## src/hw/rtl/rlefs_pkg.sv

```systemverilog
package rlefs_pkg;

  localparam int CMD_W  = 2;
  localparam int PIX_W  = 8;
  localparam int IDX_W  = 12;
  localparam int FC_W   = 13;
  localparam int STS_W  = 2;
  localparam int VIS_W  = 13;
  localparam int TOT_W  = 17;

  localparam logic [FC_W-1:0] FRAME_COLS_RESET = 13'd640;

  localparam logic [CMD_W-1:0] CMD_CLEAR  = 2'd0;
  localparam logic [CMD_W-1:0] CMD_PUSH   = 2'd1;
  localparam logic [CMD_W-1:0] CMD_LOOKUP = 2'd2;

  localparam logic [STS_W-1:0] STS_OK    = 2'd0;
  localparam logic [STS_W-1:0] STS_RANGE = 2'd1;
  localparam logic [STS_W-1:0] STS_FULL  = 2'd2;

  typedef struct packed {
    logic             start;
    logic [IDX_W-1:0] row;
    logic [IDX_W-1:0] col;
  } lk_req_t;

  typedef struct packed {
    logic             done;
    logic             hit;
    logic [PIX_W-1:0] value;
    logic [VIS_W-1:0] visited;
  } lk_rsp_t;

endpackage

```

## src/hw/rtl/rlefs_walk.sv

```systemverilog
module rlefs_walk import rlefs_pkg::*; #(
  parameter int MAX_RUNS = 65536,
  parameter int MAX_ROWS = 4096,
  parameter int MAX_COLS = 4096
) (
  input  logic                                         clk,
  input  logic                                         rst,
  input  lk_req_t                                      req,
  input  logic [$clog2(MAX_ROWS+1)-1:0]                rows_done,
  input  logic                                         row_open,
  input  logic [$clog2(MAX_RUNS+1)-1:0]                runs_done,
  output logic                                         rfr_re,
  output logic [(MAX_ROWS > 1 ? $clog2(MAX_ROWS) : 1)-1:0] rfr_raddr,
  input  logic [$clog2(MAX_RUNS+1)-1:0]                rfr_rdata,
  output logic                                         rs_re,
  output logic [$clog2(MAX_RUNS)-1:0]                  rs_raddr,
  input  logic [$clog2(MAX_COLS+1)+PIX_W-1:0]          rs_rdata,
  output lk_rsp_t                                      rsp
);

  localparam int RD_W  = $clog2(MAX_ROWS+1);
  localparam int RA_W  = (MAX_ROWS > 1) ? $clog2(MAX_ROWS) : 1;
  localparam int RN_W  = $clog2(MAX_RUNS+1);
  localparam int RS_AW = $clog2(MAX_RUNS);
  localparam int CNT_W = $clog2(MAX_COLS+1);
  localparam int RUN_W = CNT_W + PIX_W;
  localparam int ACC_W = CNT_W + 1;
  localparam int CMP_W = (ACC_W > IDX_W) ? ACC_W : IDX_W;
  localparam int RCW   = (RD_W > IDX_W + 1) ? RD_W : IDX_W + 1;

  typedef enum logic [3:0] {
    W_IDLE  = 4'b0001,
    W_FIRST = 4'b0010,
    W_END   = 4'b0100,
    W_RUN   = 4'b1000
  } walk_state_t;

  walk_state_t      state, state_next;
  logic [IDX_W-1:0] row_q, row_q_next;
  logic [IDX_W-1:0] col_q, col_q_next;
  logic [RN_W-1:0]  ptr, ptr_next;
  logic [RN_W-1:0]  end_idx, end_idx_next;
  logic [ACC_W-1:0] acc, acc_next, acc_sum;
  logic [ACC_W-1:0] n, n_next, n_inc;
  logic             pend, pend_next;
  logic [RCW-1:0]   row_inc;
  logic             hit;

  assign acc_sum = acc + ACC_W'(rs_rdata[RUN_W-1:PIX_W]);
  assign hit     = CMP_W'(acc_sum) > CMP_W'(col_q);
  assign n_inc   = n + 1'b1;
  assign row_inc = RCW'(row_q) + 1'b1;

  always_comb begin
    state_next   = state;
    row_q_next   = row_q;
    col_q_next   = col_q;
    ptr_next     = ptr;
    end_idx_next = end_idx;
    acc_next     = acc;
    n_next       = n;
    pend_next    = pend;
    rfr_re       = 1'b0;
    rfr_raddr    = RA_W'(row_q);
    rs_re        = 1'b0;
    rs_raddr     = RS_AW'(ptr);
    rsp          = '0;
    case (state)
      W_IDLE: begin
        if (req.start) begin
          rfr_re     = 1'b1;
          rfr_raddr  = RA_W'(req.row);
          row_q_next = req.row;
          col_q_next = req.col;
          state_next = W_FIRST;
        end
      end
      W_FIRST: begin
        ptr_next  = rfr_rdata;
        acc_next  = '0;
        n_next    = '0;
        pend_next = 1'b0;
        // end of this row is the next row's first run, else the open row's, else the count
        if (row_inc < RCW'(rows_done)) begin
          rfr_re     = 1'b1;
          rfr_raddr  = RA_W'(row_inc);
          state_next = W_END;
        end else if (row_open) begin
          rfr_re     = 1'b1;
          rfr_raddr  = RA_W'(rows_done);
          state_next = W_END;
        end else begin
          end_idx_next = runs_done;
          state_next   = W_RUN;
        end
      end
      W_END: begin
        end_idx_next = (rfr_rdata > runs_done) ? runs_done : rfr_rdata;
        state_next   = W_RUN;
      end
      W_RUN: begin
        if (pend) begin
          acc_next = acc_sum;
          n_next   = n_inc;
        end
        if (pend && hit) begin
          rsp.done    = 1'b1;
          rsp.hit     = 1'b1;
          rsp.value   = rs_rdata[PIX_W-1:0];
          rsp.visited = VIS_W'(n_inc);
          pend_next   = 1'b0;
          state_next  = W_IDLE;
        end else if (ptr >= end_idx) begin
          // drain the last read; miss once nothing is in flight
          pend_next = 1'b0;
          if (!pend) begin
            rsp.done   = 1'b1;
            state_next = W_IDLE;
          end
        end else begin
          rs_re     = 1'b1;
          ptr_next  = ptr + 1'b1;
          pend_next = 1'b1;
        end
      end
      default: state_next = W_IDLE;
    endcase
  end

  always_ff @(posedge clk) begin
    if (rst) begin
      state <= W_IDLE;
      pend  <= 1'b0;
    end else begin
      state <= state_next;
      pend  <= pend_next;
    end
  end

  always_ff @(posedge clk) begin
    row_q   <= row_q_next;
    col_q   <= col_q_next;
    ptr     <= ptr_next;
    end_idx <= end_idx_next;
    acc     <= acc_next;
    n       <= n_next;
  end

  a_ptr_bound: assert property (@(posedge clk) disable iff (rst)
    (state == W_RUN) |-> (ptr <= end_idx))
    else $error("walk pointer passed end of row");

  a_start_idle: assert property (@(posedge clk) disable iff (rst)
    req.start |-> (state == W_IDLE))
    else $error("lookup started while walk busy");

  a_done_idle: assert property (@(posedge clk) disable iff (rst)
    rsp.done |=> (state == W_IDLE))
    else $error("walk did not return to idle after done");

endmodule

```

## config.mk

```make
export PLATFORM = sky130hd
export DESIGN_NAME = rlefs_walk
export DESIGN_NICKNAME = d
export VERILOG_FILES = /design/src/hw/rtl/rlefs_pkg.sv /design/src/hw/rtl/rlefs_walk.sv
export SDC_FILE = /design/constraint.sdc
export NUM_CORES = 1
export LEC_CHECK = 0
export BUFFER_PORTS_ARGS = -buffer_cell sky130_fd_sc_hd__buf_2
export CAP_MARGIN = 40
export CORE_MARGIN = 2
export CORE_UTILIZATION = 51
export CTS_CLUSTER_SIZE = 25
export DETAILED_ROUTE_END_ITERATION = 16
export PLACE_DENSITY_LB_ADDON = 0.25
export SYNTH_ARGS = -nofsm -noshare
export SYNTH_HDL_FRONTEND = slang
export SYNTH_SLANG_ARGS = --single-unit
```

## constraint.sdc

```tcl
create_clock -name clk -period 4.4 [get_ports clk]
set_input_delay 0.44 -clock clk [delete_from_list [all_inputs] [get_ports clk]]
set_output_delay 0.44 -clock clk [all_outputs]
set_load 0.005 [all_outputs]
```

==> results.cfg <==
[outcome]
status = finished, final reports clean

[clock_network]
clk_latency_ps = 350
postCtsHoldBufs = 0
cts_tree = yes
clk_path_buf_depth = 2
cts.clk_slew.worst_paths_ps = 70
h-tree-depth = 3
cts.sinks = 90
cts-root-buf = clkbuf_16
numCtsBuffers = 9

[grt]
grt_use_total = 0.231
grt_max_degree = 28
grt_pass1_vias = 5642
overflow = 0
antenna_found_initial = 0
grt_pass1_wl_um = 27100

[drt]
drc = 0
avgRoutedWirePerCell_um = 16.3
vias = 5889
drtAntennaViolNets = 0
drtIter0Drc = 397
firstDrtPassIters = 5
wl_um = 16800
routed_via_density = 5.69

[hold_path]
min_to = col_q[2]
hold_path_depth = 1
hp-start = req[2]
hold_class = primary input to register

[timing]
timing.hold.ws_ps = 264
relSlewSlack = 0.552
hold_viol = 0
finClkSkew_ps = 5.64
fin_ws_ps = 118
fin_crit_sh = 0.973
drv_slew = 0
fmax_mhz = 234
setup_viol = 0
worst_slew_pin_slew_ps = 672
rsz0062_at_grt = true
period_minus_slack_ps = 4280

[power_and_ir_drop]
power_density_nw_per_um2 = 290
clkPwrFrac = 0.330
seqPwrFrac = 0.427
p_leak_nw = 3.89
p_int_mw = 1.73
ir_worst_vdd_mv = 0.186
p_sw_mw = 0.703
switching_share = 0.289
comb_power_share = 0.243
fin_total_pwr_mw = 2.43

[synthesis]
ys_seq_elements = 90
ys_seq_area_frac = 0.376
ys_top_cells_by_area = edfxtp_1 (36%), ha_1 (13%), inv_1 (3.8%)
syn-cell-area_um2 = 7060
synthDistinctLibCells = 68
yosysWarnings = 0
synth_top_area_frac = 0.362
synth_ff_type = edfxtp_1
synthArstFlopShare = 0
synth_nets = 889
yosysTopAreaCell = edfxtp_1
syn_inst = 718
synth-edff-count = 85
syn_avg_cell_area_um2 = 9.83

[worst_setup_path]
cp_max_fo = 14
worstPathRequired_ps = 3960
endpoint_kind = primary output
crit_slowest_cell = edfxtp_1
crit_chain = ha_4 -> a211o_1 -> a211oi_2 -> nor3_2 -> or3_4 -> xor2_2 -> ha_1 -> o21ai_1 -> o21bai_1 -> a21o_1 -> a221oi_2 -> o22a_4 -> nand2_8 -> and3_4 -> buf_6
worstRegToRegCells = 16
worst-path-buf-inv = 1
rrSetupSlack_ps = 370
cp-start-kind = register
crit_cells = 15
r2r_end = ptr[8]
r2r-start = acc[1]
cp_top_family = compound AO/OA/AOI/OAI gates
arrival_ps = 3840
crit_type = register to primary output
slowest_delay_ps = 440

[finish]
finalNonFillerCells = 1035
diodes = 0
final_util = 0.627
drive_gt1_frac = 0.292
areaGrowthSynthToFinish_pct = 19.1
nets = 1025

[placed_design]
pre_cts_ws_ps = 191
place_hpwl_um = 12800
placed_cells = 1009
gp_congestion = 0.858
io_buffers = 148

[flow_run]
drv_cap = 0

[floorplanning]
coreArea_um2 = 13400
io_pins = 149
rows = 42
initial_core_util = 0.527
die_area_um2 = 14800
die_y_um = 122
die_x_um = 122
-- layout make-up --
type	instances	area [um^2]
multi-input combinational	513	4020
sequential	90	2650
fill	1155	5000
inverter	71	267
timing repair buffer	169	945
clock buffer	10	239
clock inverter	6	65.1
tap	176	220
-- placed cells by master (no fill, tap or decap), types with 4 or more instances in the layout --
cell | synthesis | layout
a211oi_1 | 9 | 8
a21o_1 | 9 | 9
a21oi_1 | 29 | 29
a22oi_1 | 10 | 10
a31oi_1 | 9 | 7
and2_1 | 22 | 21
and3_1 | 25 | 22
and4_1 | 4 | 4
buf_2 | 2 | 147
buf_4 | 16 | 18
clkbuf_16 | 0 | 9
dfxtp_1 | 5 | 5
edfxtp_1 | 85 | 85
ha_1 | 74 | 72
inv_1 | 71 | 71
mux2_2 | 23 | 23
mux2_4 | 10 | 10
mux2i_1 | 7 | 7
nand2_1 | 49 | 48
nand3_1 | 24 | 23
nand4_1 | 14 | 14
nor2_1 | 41 | 40
nor2b_1 | 5 | 5
nor3_1 | 7 | 6
o21a_1 | 5 | 5
o21ai_0 | 33 | 31
o221ai_1 | 6 | 6
xnor2_1 | 18 | 17
xor2_1 | 23 | 22
-- worst max-delay path by stage --
| stage | startpoint | end | slack, ps |
|---|---|---|---|
| after floorplan | rs_rdata[9] | ptr[0] | 180 |
| after global placement | rs_rdata[9] | rsp[10] | 290 |
| after detailed placement | rs_rdata[9] | rsp[5] | 190 |
| after CTS | row_q[0] | rfr_raddr[5] | -4 |
| after global routing | acc[1] | rsp[5] | -60 |
| final | acc[1] | rsp[5] | 120 |
-- what timing repair did --
| item | CTS | global route |
|---|---|---|
| resized for setup | 1 | 22 |
| hold endpoints to repair | 0 | 0 |
| setup endpoints to repair | 9 | 35 |
| pin swaps | 0 | 11 |
| buffers inserted | 1 | 9 |
-- flip-flops by register name, summed over array words and instances, names as in the netlist --
signal and count:
col_q 12, ptr 17, acc 14, row_q 12, end_idx 17, state 4, n 13, pend 1
-- Yosys cell counts (6+ instances only) --
library cell,n
a211oi_1,9
a21o_1,9
a21oi_1,29
a22oi_1,10
a31oi_1,9
and2_1,22
and3_1,25
buf_4,16
clkbuf_1,22
edfxtp_1,85
ha_1,74
inv_1,71
mux2_2,23
mux2_4,10
mux2i_1,7
nand2_1,49
nand3_1,24
nand4_1,14
nor2_1,41
nor3_1,7
o21ai_0,33
o221ai_1,6
xnor2_1,18
xor2_1,23
-- cells by family after synthesis --
family,after synthesis,synth area share
AND/OR/NAND/NOR,212,0.157
adder cells (fa/ha/maj),75,0.134
AO/OA/AOI/OAI,144,0.139
multiplexers,40,0.0679
XOR/XNOR,42,0.0532
flip-flops,90,0.376
buffers and inverters,115,0.0722
-- worst reg2reg max path, delay by kind of cell, from the launching register on --
| family | cells | cell delay (ps) |
|---|---|---|
| AND/OR/NAND/NOR | 3 | 590 |
| buffers and inverters | 2 | 370 |
| adder cells (fa/ha/maj) | 2 | 530 |
| XOR/XNOR | 1 | 160 |
| AO/OA/AOI/OAI | 8 | 1650 |
| flip-flops | 1 | 440 |
-- power groups by stage --
stage	sequential, mW	combinational [mW]	clock [mW]
after global placement	1.06	0.522	0
after CTS	1.04	0.552	0.814
after detailed placement	1.06	0.544	0
after global routing	1.05	0.666	0.849
final	1.04	0.592	0.803
after floorplan	1.03	0.394	0
-- per-layer routing --
metal	routed length (um)	part of all wire	global-route usage	vias to the layer above
met1	7440	0.44	0.308	2816
met4	307	0.018	0.0819	0
met2	8190	0.49	0.384	167
li1	-	-	-	2885
met3	890	0.053	0.0351	21
met5	0	0	0	-
-- metrics by stage --
step / setup TNS, ps / cell area [um^2]
after global placement: 0 / 7870
final: 0 / 8400
after global routing: -1000 / 8400
after detailed placement: 0 / 7920
after floorplan: 0 / 7060
after CTS: -4.13 / 8230
No activity file was read; power rests on OpenSTA's default activity.
